--- src/essd_pkg.sv ---
`default_nettype none
// ----------------------------------------------------------------------------
// essd_pkg: shared types and constants for the segment store block
// Request codes, the stored segment layout, controller states and the square
// root handshake.
// ----------------------------------------------------------------------------
package essd_pkg;

  localparam int unsigned CoordW = 31;
  localparam int unsigned SegW   = 4 * CoordW;
  localparam int unsigned LenW   = 48;
  localparam int unsigned CntW   = 10;
  localparam int unsigned SqW    = 64;
  localparam int unsigned RootW  = 32;

  typedef enum logic [1:0] {
    REQ_INS_A = 2'd0,
    REQ_INS_B = 2'd1,
    REQ_CMP   = 2'd2,
    REQ_CLR   = 2'd3
  } req_t;

  typedef struct packed {
    logic signed [CoordW-1:0] ax;
    logic signed [CoordW-1:0] ay;
    logic signed [CoordW-1:0] bx;
    logic signed [CoordW-1:0] by;
  } seg_t;

  typedef enum logic [3:0] {
    ST_IDLE,
    ST_INS_RD,
    ST_INS_CHK,
    ST_CMP_OUT_RD,
    ST_CMP_OUT_WAIT,
    ST_CMP_IN_RD,
    ST_CMP_IN_CHK,
    ST_CMP_LEN,
    ST_CMP_SQRT,
    ST_DONE
  } state_t;

  typedef struct packed {
    logic             start;
    logic [SqW-1:0]   value;
  } sqrt_req_t;

  typedef struct packed {
    logic             busy;
    logic             done;
    logic [RootW-1:0] root;
  } sqrt_rsp_t;

endpackage : essd_pkg
`default_nettype wire

--- src/essd_sqrt.sv ---
`default_nettype none
// ----------------------------------------------------------------------------
// essd_sqrt: iterative integer square root
// Floor square root of a 64-bit value, one result bit per cycle.
// ----------------------------------------------------------------------------
module essd_sqrt (
  input  wire                 clk,
  input  wire                 rst_n,
  input  essd_pkg::sqrt_req_t req,
  output essd_pkg::sqrt_rsp_t rsp
);

  localparam int unsigned SqW   = essd_pkg::SqW;
  localparam int unsigned RootW = essd_pkg::RootW;

  logic [SqW-1:0]   rem_r, rem_nxt;
  logic [SqW-1:0]   val_r, val_nxt;
  logic [RootW-1:0] root_r, root_nxt;
  logic [5:0]       cnt_r, cnt_nxt;
  logic             busy_r, busy_nxt;
  logic             done_r, done_nxt;
  logic [SqW-1:0]   trial;
  logic [SqW-1:0]   rem_sh;

  // Restoring digit step: bring down two bits, try 4*root+1
  always_comb begin
    rem_nxt  = rem_r;
    val_nxt  = val_r;
    root_nxt = root_r;
    cnt_nxt  = cnt_r;
    busy_nxt = busy_r;
    done_nxt = 1'b0;
    rem_sh   = {rem_r[SqW-3:0], val_r[SqW-1:SqW-2]};
    trial    = {{(SqW-RootW-2){1'b0}}, root_r, 2'b01};
    if (req.start) begin
      rem_nxt  = '0;
      val_nxt  = req.value;
      root_nxt = '0;
      cnt_nxt  = '0;
      busy_nxt = 1'b1;
    end else if (busy_r) begin
      val_nxt = {val_r[SqW-3:0], 2'b00};
      if (rem_sh >= trial) begin
        rem_nxt  = rem_sh - trial;
        root_nxt = {root_r[RootW-2:0], 1'b1};
      end else begin
        rem_nxt  = rem_sh;
        root_nxt = {root_r[RootW-2:0], 1'b0};
      end
      cnt_nxt = cnt_r + 6'd1;
      if (cnt_r == 6'(RootW - 1)) begin
        busy_nxt = 1'b0;
        done_nxt = 1'b1;
      end
    end
  end

  always_ff @(posedge clk) begin
    rem_r  <= rem_nxt;
    val_r  <= val_nxt;
    root_r <= root_nxt;
    cnt_r  <= cnt_nxt;
    if (!rst_n) begin
      busy_r <= 1'b0;
      done_r <= 1'b0;
    end else begin
      busy_r <= busy_nxt;
      done_r <= done_nxt;
    end
  end

  assign rsp.busy = busy_r;
  assign rsp.done = done_r;
  assign rsp.root = root_r;

endmodule : essd_sqrt
`default_nettype wire

--- config.mk ---
export PLATFORM = sky130hd
export DESIGN_NAME = essd_sqrt
export DESIGN_NICKNAME = d
export VERILOG_FILES = /design/src/essd_pkg.sv /design/src/essd_sqrt.sv
export SDC_FILE = /design/constraint.sdc
export NUM_CORES = 1
export LEC_CHECK = 0
export BUFFER_PORTS_ARGS = -buffer_cell sky130_fd_sc_hd__buf_2
export CAP_MARGIN = 20
export CORE_MARGIN = 2
export CORE_UTILIZATION = 55
export CTS_CLUSTER_DIAMETER = 120
export CTS_CLUSTER_SIZE = 20
export DETAILED_ROUTE_END_ITERATION = 16
export PLACE_DENSITY = 0.75
export SYNTH_ARGS = -nofsm -noshare
export SYNTH_HDL_FRONTEND = slang
export SYNTH_SLANG_ARGS = --single-unit
--- constraint.sdc ---
create_clock -name clk -period 3.7 [get_ports clk]
set_input_delay 0.555 -clock clk [delete_from_list [all_inputs] [get_ports clk]]
set_output_delay 0.555 -clock clk [all_outputs]
set_load 0.1 [all_outputs]
# ---- Word-level counts from Yosys, hierarchy flattened
# Cells that the tools add are included.
dict set report word_totals {
  reg_bits 166
  in_bits 67
  output_inout_bits 34
  elab_cells 22
}
dict set report op_classes {
  add_sub_neg 2
  order_cmp 1
  n_eq_ne 1
  muxes 8
  bitwise_logic 2
  n_reduce_logical 2
}
# cell n
set op_table {}
lappend op_table {{$mux 64} 2}
lappend op_table {{$ge 64x34->1} 1}
lappend op_table {{$mux 62} 1}
lappend op_table {{$sub 62x34->62} 1}
lappend op_table {{$add 6x1->6 const B} 1}
lappend op_table {{$eq 6x5->1 const B} 1}
lappend op_table {{$mux 1} 5}
lappend op_table {{$reduce_or 3->1} 1}
lappend op_table {{$not 1->1} 2}
lappend op_table {{$reduce_bool 2->1} 1}

# ---- Longest topological paths before layout
# Gate-level depths: netlist of run 1.
dict set report depth {
  depth_word 4
  depth_mapped 14
  depth_no_buf 10
}

# ---- Least setup slack after synthesis of run 1
# OpenSTA, ideal clock, no wires.
dict set report synth_timing {
  path_kind {register to register}
  from {register root_r[24]}
  to {register rem_r[37]}
  setup_time_ns 0.091
  t_arrival_ns 3.777
  required_ns 3.609
  setup_slack_ns -0.168
  path_stages_with_launch 13
  n_path_buf 2
  period_less_slack_ns 3.868
  cell_sequence {dfxtp_1 > inv_1 > ha_1 > clkbuf_1 > nand4_1 > nor4_1 > inv_1 > a2111o_1 > and4bb_1 > buf_2 > or3_1 > or3_1 > a311oi_1}
}
dict set report synth_between {
  elab_chain_cells 2
  word_cells_on_any_way 3
  classes_between {add/sub (1); order compare (1); mux (1)}
}
# item line
set synth_rtl {}
lappend synth_rtl {{start: declaration} essd_sqrt.sv:18} ;# logic [RootW-1:0] root_r, root_nxt;
lappend synth_rtl {{start signal: assignment} essd_sqrt.sv:61} ;# root_r <= root_nxt;
lappend synth_rtl {{$sub 62x34->62 / $ge 64x34->1 (equally long branches)} {essd_sqrt.sv:44, essd_sqrt.sv:43}}
lappend synth_rtl {{$mux 62 (*)} essd_sqrt.sv:43} ;# if (rem_sh >= trial) begin
lappend synth_rtl {{end signal: assignment} essd_sqrt.sv:59} ;# rem_r <= rem_nxt;
lappend synth_rtl {{end: declaration} essd_sqrt.sv:16} ;# logic [SqW-1:0] rem_r, rem_nxt;
# Every way passes the cells marked *; elsewhere a longest branch is shown, timed or not.
# A chain may end at the register's enable or synchronous reset.

# ---- Worst setup path after layout of run 1
dict set report layout_timing {
  from {register root_r[1]}
  to {register rem_r[33]}
}
# Same word-level chain as after synthesis.

==> metrics, run 1 <==
#FFs+latches synth 166; Worst path max stage delay 0.60 ns; CP Capture Type register; final wirelength 22.30 mm; worst skew pair latency 0.43 ns; Hold Path Origin rst_n; fin crit period 3.552 ns; CTS H-Tree Depth 4; Ports a little over 100; synth unique cells 60; CP Launch Point root_r[1]; CTS Hold Buffers Added 0; setup bufs post-CTS 0; pin count of the biggest net entering global routing 130; async set-reset flop share out of synthesis 0; slew margin rel. 0.5083; EDFF count, synth 64; final setup fails 0; Static Leakage 4.368 nW; startpoint types register; core area 16,640 sq um; reg2reg start root_r[1]; Post-Syn Instances 1,032; GRT Overall Usage 0.2507; Clock Tree Buf Depth 2; fin crit share 0.9600; fmax 281.5 MHz; crit-path cells inv_1 -> ha_1 -> nand2_1 -> o31ai_1 -> o21ai_0 -> a211oi_1 -> nor3_1 -> nor4_1 -> mux2_2 -> a31oi_1; via count approximately 8,000; CTS tree built; Worst Tran Pin Value 0.7375 ns; vias per cell 5.946; pwr dens 596.7 nW/um^2; Syn Std Cell Area ~9400 sq um; worst vdd ir 0.3934 mV; Clk pin slew, worst setup/hold paths 0.07 ns; Final Hold Vio Count 0; setup TNS 0 ns; Synth area leaders dfxtp_1, edfxtp_1, mux2_2; root buffer cell clkbuf_16; Critical Path Stages 10; slowest cell on the critical path a211oi_1; Worst Setup Path Type reg -> reg; max-slew violation count 0; Die Ht ~130 um; Die ar. approximately 18,000 sq um; CP bufs+invs 1; outcome completed; area share of the leading cell type in the synthesized netlist 0.2171; initial antenna violation count 0; first-pass GRT wire length roughly 37 mm; kind of cell adding the most delay to the critical path compound AO/OA/AOI/OAI gates; top_reg_cell synth dfxtp_1; post-synthesis sequential area ratio 0.4214; CP Data Required Time 4.05 ns; RSZ-0062 raised after global routing false; final hold slack around 0.35 ns; worst r2r path cells 10; Layout area overhead 14.18%; grt ovf 0; Hold Path Class in -> reg; number of I/O port buffers 100; WL/cell 16.62 um; syn_area_per_cell 9.114 sq um; vias in the first global route 7,549; cts bufs inserted 17; CP arrival 3.91 ns; critical path peak fanout 4; Placer Congestion 0.9440; Post-Syn Nets 1,134; standard-cell row count 47; area leader, netlist dfxtp_1; hold path depth 3; DRT iter0 DRCs 739; DRC viols 0; post-DP HPWL 15.55 mm; drt pass-1 iters 6; initial core utilization 0.5651; Final #Nets 1,211; max-cap viol count 0; CTS sink count about 170; ant diodes 0; ANT nets after route 0; share of layout cells above drive strength 1 0.2121; synth warn 0; Die Width 134.8 um; Setup Skew 0.009854 ns
==> placed cells by master (no fill, tap or decap), types with 21 or more instances in the layout <==
| cell | n |
|---|---|
| a21oi_1 | 49 |
| a311oi_1 | 27 |
| buf_2 | 99 |
| buf_4 | 21 |
| dfxtp_1 | 89 |
| edfxtp_1 | 64 |
| ha_1 | 35 |
| inv_1 | 40 |
| mux2_2 | 63 |
| mux2i_1 | 35 |
| nand2_1 | 106 |
| nand3_1 | 21 |
| nand4_1 | 23 |
| nor2_1 | 120 |
| o21ai_0 | 54 |
==> area by class of cell <==
type,count,area (sq um)
timing repair buffer,122,693.2
fill,1398,5903
inverter,41,153.9
sequential,166,3983
clock buffer,17,425.4
clock inverter,15,166.4
multi-input combinational,761,5042
tap,220,275.3
==> routing by layer <==
| metal | share of wire | global-route usage | up-vias |
|---|---|---|---|
| met3 | 0.058 | 0.04617 | 28 |
| met5 | 0 | 0 | - |
| met4 | 0.012 | 0.06608 | 0 |
| met1 | 0.47 | 0.3568 | 3761 |
| met2 | 0.46 | 0.3942 | 260 |
| li1 | - | - | 3930 |
==> metrics by stage <==
step	std cells	power (W)	worst slack, ns	utilization	instance area (sq um)
after floorplan	1032	0.003997	0.0003353	-	9420
after global placement	1310	0.004569	0.3868	0.6094	10140
after detailed placement	1310	0.004594	0.2850	0.6094	10140
after CTS	1342	0.006388	0.2782	0.6449	10730
after global routing	1342	0.006779	0.01071	0.6453	10740
final	1342	0.006407	0.1481	0.6453	10740
==> tightest hold or removal path: cells and delay by family <==
kind,cells,cell delay (ns)
buf+inv,1,0.11
simple gates,2,0.08
==> cells in the mapped netlist (4+ instances only) <==
master      n
dfxtp_1   102
a311oi_1   27
o21ai_0    54
nand4_1    23
buf_2       5
edfxtp_1   64
and3_1      5
xnor2_1    18
nor4_1     15
nand2_1   106
a211oi_1   14
mux2_2     63
nor2b_1     6
mux2i_1    35
nor2_1    121
ha_1       35
or3_1      20
nand3_1    21
a32oi_1     4
a21oi_1    49
a22o_1      5
a21o_1     13
clkbuf_1   47
o21a_1      6
nand2b_1    6
o211ai_1    5
xor2_1     18
and2_1      7
o31ai_1     9
nor3_1     20
a31oi_1     7
buf_1      10
inv_1      41
or4_1      11
==> kinds of logic (layout without fill, tap and decap cells) <==
logic type,after synthesis,after routing,share of synthesized area
XOR/XNOR,36,36,0.03352
buffers and inverters,105,195,0.04337
adder cells (fa/ha/maj),35,35,0.04656
flip-flops,166,166,0.4214
multiplexers,98,98,0.1127
AND/OR/NAND/NOR,376,376,0.1902
AO/OA/AOI/OAI,216,216,0.1522
==> final timing paths <==
path / slack, ns / to
worst max register to register: 0.15 / rem_r[33]
worst min-delay path: 0.35 / done_r
worst min register to register: 0.46 / done_r
worst max-delay path: 0.15 / rem_r[33]
==> state kept, by name, indices dropped and copies added, names as in the netlist <==
name,cells
rem_r,62
val_r,64
done_r,1
cnt_r,6
root_r,32
busy_r,1
==> timing repair <==
item                                    in CTS  in global routing
endpoints found under the setup margin       0                  4
hold endpoints to repair                     0                  0
resized for setup                            0                  1
==> report_power, final <==
group          switching, W  total, W  internal (W)  leakage [nW]
Clock              0.000809   0.00177      0.000958         0.289
Combinational       0.00141   0.00238      0.000976          2.59
Sequential         0.000159   0.00226       0.00210          1.48
Total               0.00237   0.00641       0.00403          4.37
Power figures use the tool's default switching activity.
==> run 2, diff against run 1 <==
--- a/config.mk
+++ b/config.mk
@@ -5,6 +5,7 @@
 export SDC_FILE = /design/constraint.sdc
 export NUM_CORES = 1
 export LEC_CHECK = 0
+export ABC_AREA = 1
 export BUFFER_PORTS_ARGS = -buffer_cell sky130_fd_sc_hd__buf_2
 export CAP_MARGIN = 20
 export CORE_MARGIN = 2
==> metrics, run 2 <==
cts bufs inserted 17 (unchanged); CTS H-Tree Depth 4 (unchanged); Worst Setup Path Type reg -> reg; Synth area leaders nand2_1, dfxtp_1, edfxtp_1; Die ar. 20,100 sq um (+11%); Hold Path Class in -> reg; number of I/O port buffers 100 (unchanged); root buffer cell clkbuf_16; vias per cell 5.142 (-14%); critical path peak fanout 69 (+65); initial antenna violation count 0 (unchanged); EDFF count, synth 64 (unchanged); async set-reset flop share out of synthesis 0 (unchanged); final setup fails 0 (unchanged); top_reg_cell synth dfxtp_1; slew margin rel. 0.3534 (-0.1549); core area 18,640 sq um (+12%); top post-synthesis cells by count nand2_1, inv_1, nor2_1; biggest regs val_r (64), rem_r (62), root_r (32); Post-Syn Nets 1,743 (+54%); Clk pin slew, worst setup/hold paths 0.08 ns (about the same); startpoint types register; commonest cells after routing, fill and taps aside nand2_1, inv_1, nor2_1, dfxtp_1, buf_2; area leader, netlist nand2_1; Post-Syn Instances 1,641 (+59%); max-slew violation count 0 (unchanged); slowest cell on the critical path buf_4; top-count cell post-synth nand2_1; standard-cell row count 50 (+6.4%); outcome completed; share of layout cells above drive strength 1 0.09452 (-0.1176); post-route design area 11,700 sq um (+9.0%); synth warn 0 (unchanged); CP bufs+invs 2 (+1); Worst Tran Pin Value 0.9684 ns (+0.2309 ns); Die Ht 141.8 um (+5.2%); setup bufs post-CTS 0 (unchanged); via count 10,125 (+27%); CTS sink count 166 (unchanged); Worst path max stage delay 0.63 ns (+0.03 ns); Clock Tree Buf Depth 2 (unchanged); Static Leakage 6.413 nW (+47%); Biggest register val_r; post-CTS resize count 0 (unchanged); drt pass-1 iters 5 (-1); grt ovf 0 (unchanged); worst skew pair latency 0.44 ns (about the same); Final #Nets 1,824 (+51%); setup TNS 0 ns (unchanged); Top cell by count, worst path nand2_1; post-synthesis sequential area ratio 0.3797 (-0.04173); GRT Overall Usage 0.2876 (+0.03687); worst vdd ir 0.8106 mV (+110%); CP Capture Type register; kind of cell adding the most delay to the critical path simple AND/OR/NAND/NOR gates; pwr dens 1028 nW/um^2 (+72%); vias in the first global route 9,324 (+24%); most common library cell in the layout ignoring fill and taps nand2_1; syn_area_per_cell 6.361 sq um (-30%); max-cap viol count 0 (unchanged); area share of the leading cell type in the synthesized netlist 0.2905 (+0.07344); WL/cell 14.22 um (-14%); synth unique cells 35 (-42%); DRC viols 0 (unchanged); ant diodes 0 (unchanged); #FFs+latches synth 166 (unchanged); fin crit share 0.8109 (-0.1491); Ports 101 (unchanged); Placer Congestion 0.9875 (+4.6%); first-pass GRT wire length 46.12 mm (+24%); final wirelength 28.00 mm (+26%); Die Width 141.8 um (+5.2%); Cell Area, Placed 11,100 sq um (+9.5%); fin crit period 3.000 ns (-0.5517 ns); CP arrival 3.37 ns (-0.54 ns); fmax 333.3 MHz (+18%); ANT nets after route 0 (unchanged); Setup Skew 0.01317 ns (+0.003318 ns); CTS Hold Buffers Added 0 (unchanged); initial core utilization 0.5599 (-0.005213); DRT iter0 DRCs 619 (-16%); Layout area overhead 12.12%; CTS tree built; CP Data Required Time 4.07 ns (+0.02 ns); Final Hold Vio Count 0 (unchanged); RSZ-0062 raised after global routing false; pin count of the biggest net entering global routing 70 (-46%); Reg2Reg Setup Slack 0.70 ns (+0.55 ns); max reg flops 64 (unchanged); Syn Std Cell Area 10,440 sq um (+11%); crit-path cells inv_1 -> ha_1 -> nand2_1 -> nor2_1 -> nand3_1 -> nand2_1 -> nand2_1 -> nand2_1 -> nand2_2 -> nand4_4 -> buf_4 -> nand3_1 -> nand2_1 -> nand2_1 -> nand2_1; post-DP HPWL 20.74 mm (+33%)
[run 2: cells by family (layout without fill, tap and decap cells)]
| family | Yosys count | after routing | share of synthesized area |
|---|---|---|---|
| and+or+nand+nor | 1081 | 1081 | 0.4200 |
| buffers and inverters | 251 | 345 | 0.09385 |
| DFF | 166 | 166 | 0.3797 |
| AOI/OAI and AO/OA | 90 | 90 | 0.04938 |
| adders and majority gates | 35 | 35 | 0.04195 |
| xor gates and xnor gates | 18 | 18 | 0.01510 |
[run 2: per-layer routing]
layer	part of all wire	up-vias	wire length, um	track usage
li1	-	5262	-	-
met1	0.48	4502	13300	0.4067
met2	0.43	319	12060	0.4446
met3	0.069	42	1937	0.05704
met4	0.025	0	701	0.09158
met5	0	-	0	0
[run 2: power by group]
group	switching (W)	internal (W)
logic	0.00530	0.00242
registers	0.000290	0.00221
clock network	0.000885	0.000914
[run 2: worst register-to-register path: stages, from the launching register on]
cell	delay, ns
dfxtp_1	0.32
inv_1	0.08
ha_1	0.35
nand2_1	0.13
nor2_1	0.13
nand3_1	0.10
nand2_1	0.16
nand2_1	0.07
nand2_1	0.26
nand2_2	0.14
nand4_4	0.13
buf_4	0.64
nand3_1	0.16
nand2_1	0.10
nand2_1	0.06
nand2_1	0.10
[run 2: path summary, 6_finish.rpt]
check             from   endpoint  cells after the start
min reg2reg  rem_r[60]  rem_r[60]                      2
max          root_r[4]  rem_r[31]                     15
max reg2reg  root_r[4]  rem_r[31]                     15
min              rst_n     done_r                      3
[run 2: final cells by class]
type / instances / area (sq um)
Clock buffer: 17 / 425.4
Clock inverter: 15 / 175.2
Fill cell: 1767 / 6939
Inverter: 205 / 770.7
Multi-Input combinational cell: 1224 / 5503
Sequential cell: 166 / 3964
Tap cell: 234 / 292.8
Timing Repair Buffer: 108 / 573.1
[run 2: stage by stage]
stage	hold WS [ns]	setup WS, ns	cells	utilization	total power [W]
3_5_place_dp	0.4499	0.8038	1937	0.5956	0.01016
6_report	0.3667	0.6998	1969	0.6278	0.01203
5_1_grt	0.3693	0.4224	1969	0.6278	0.01326
4_1_cts	0.3471	0.7668	1969	0.6278	0.01200
2_1_floorplan	0.4270	0.2729	1641	-	0.008445
3_3_place_gp	0.4414	0.8413	1937	0.5956	0.01008
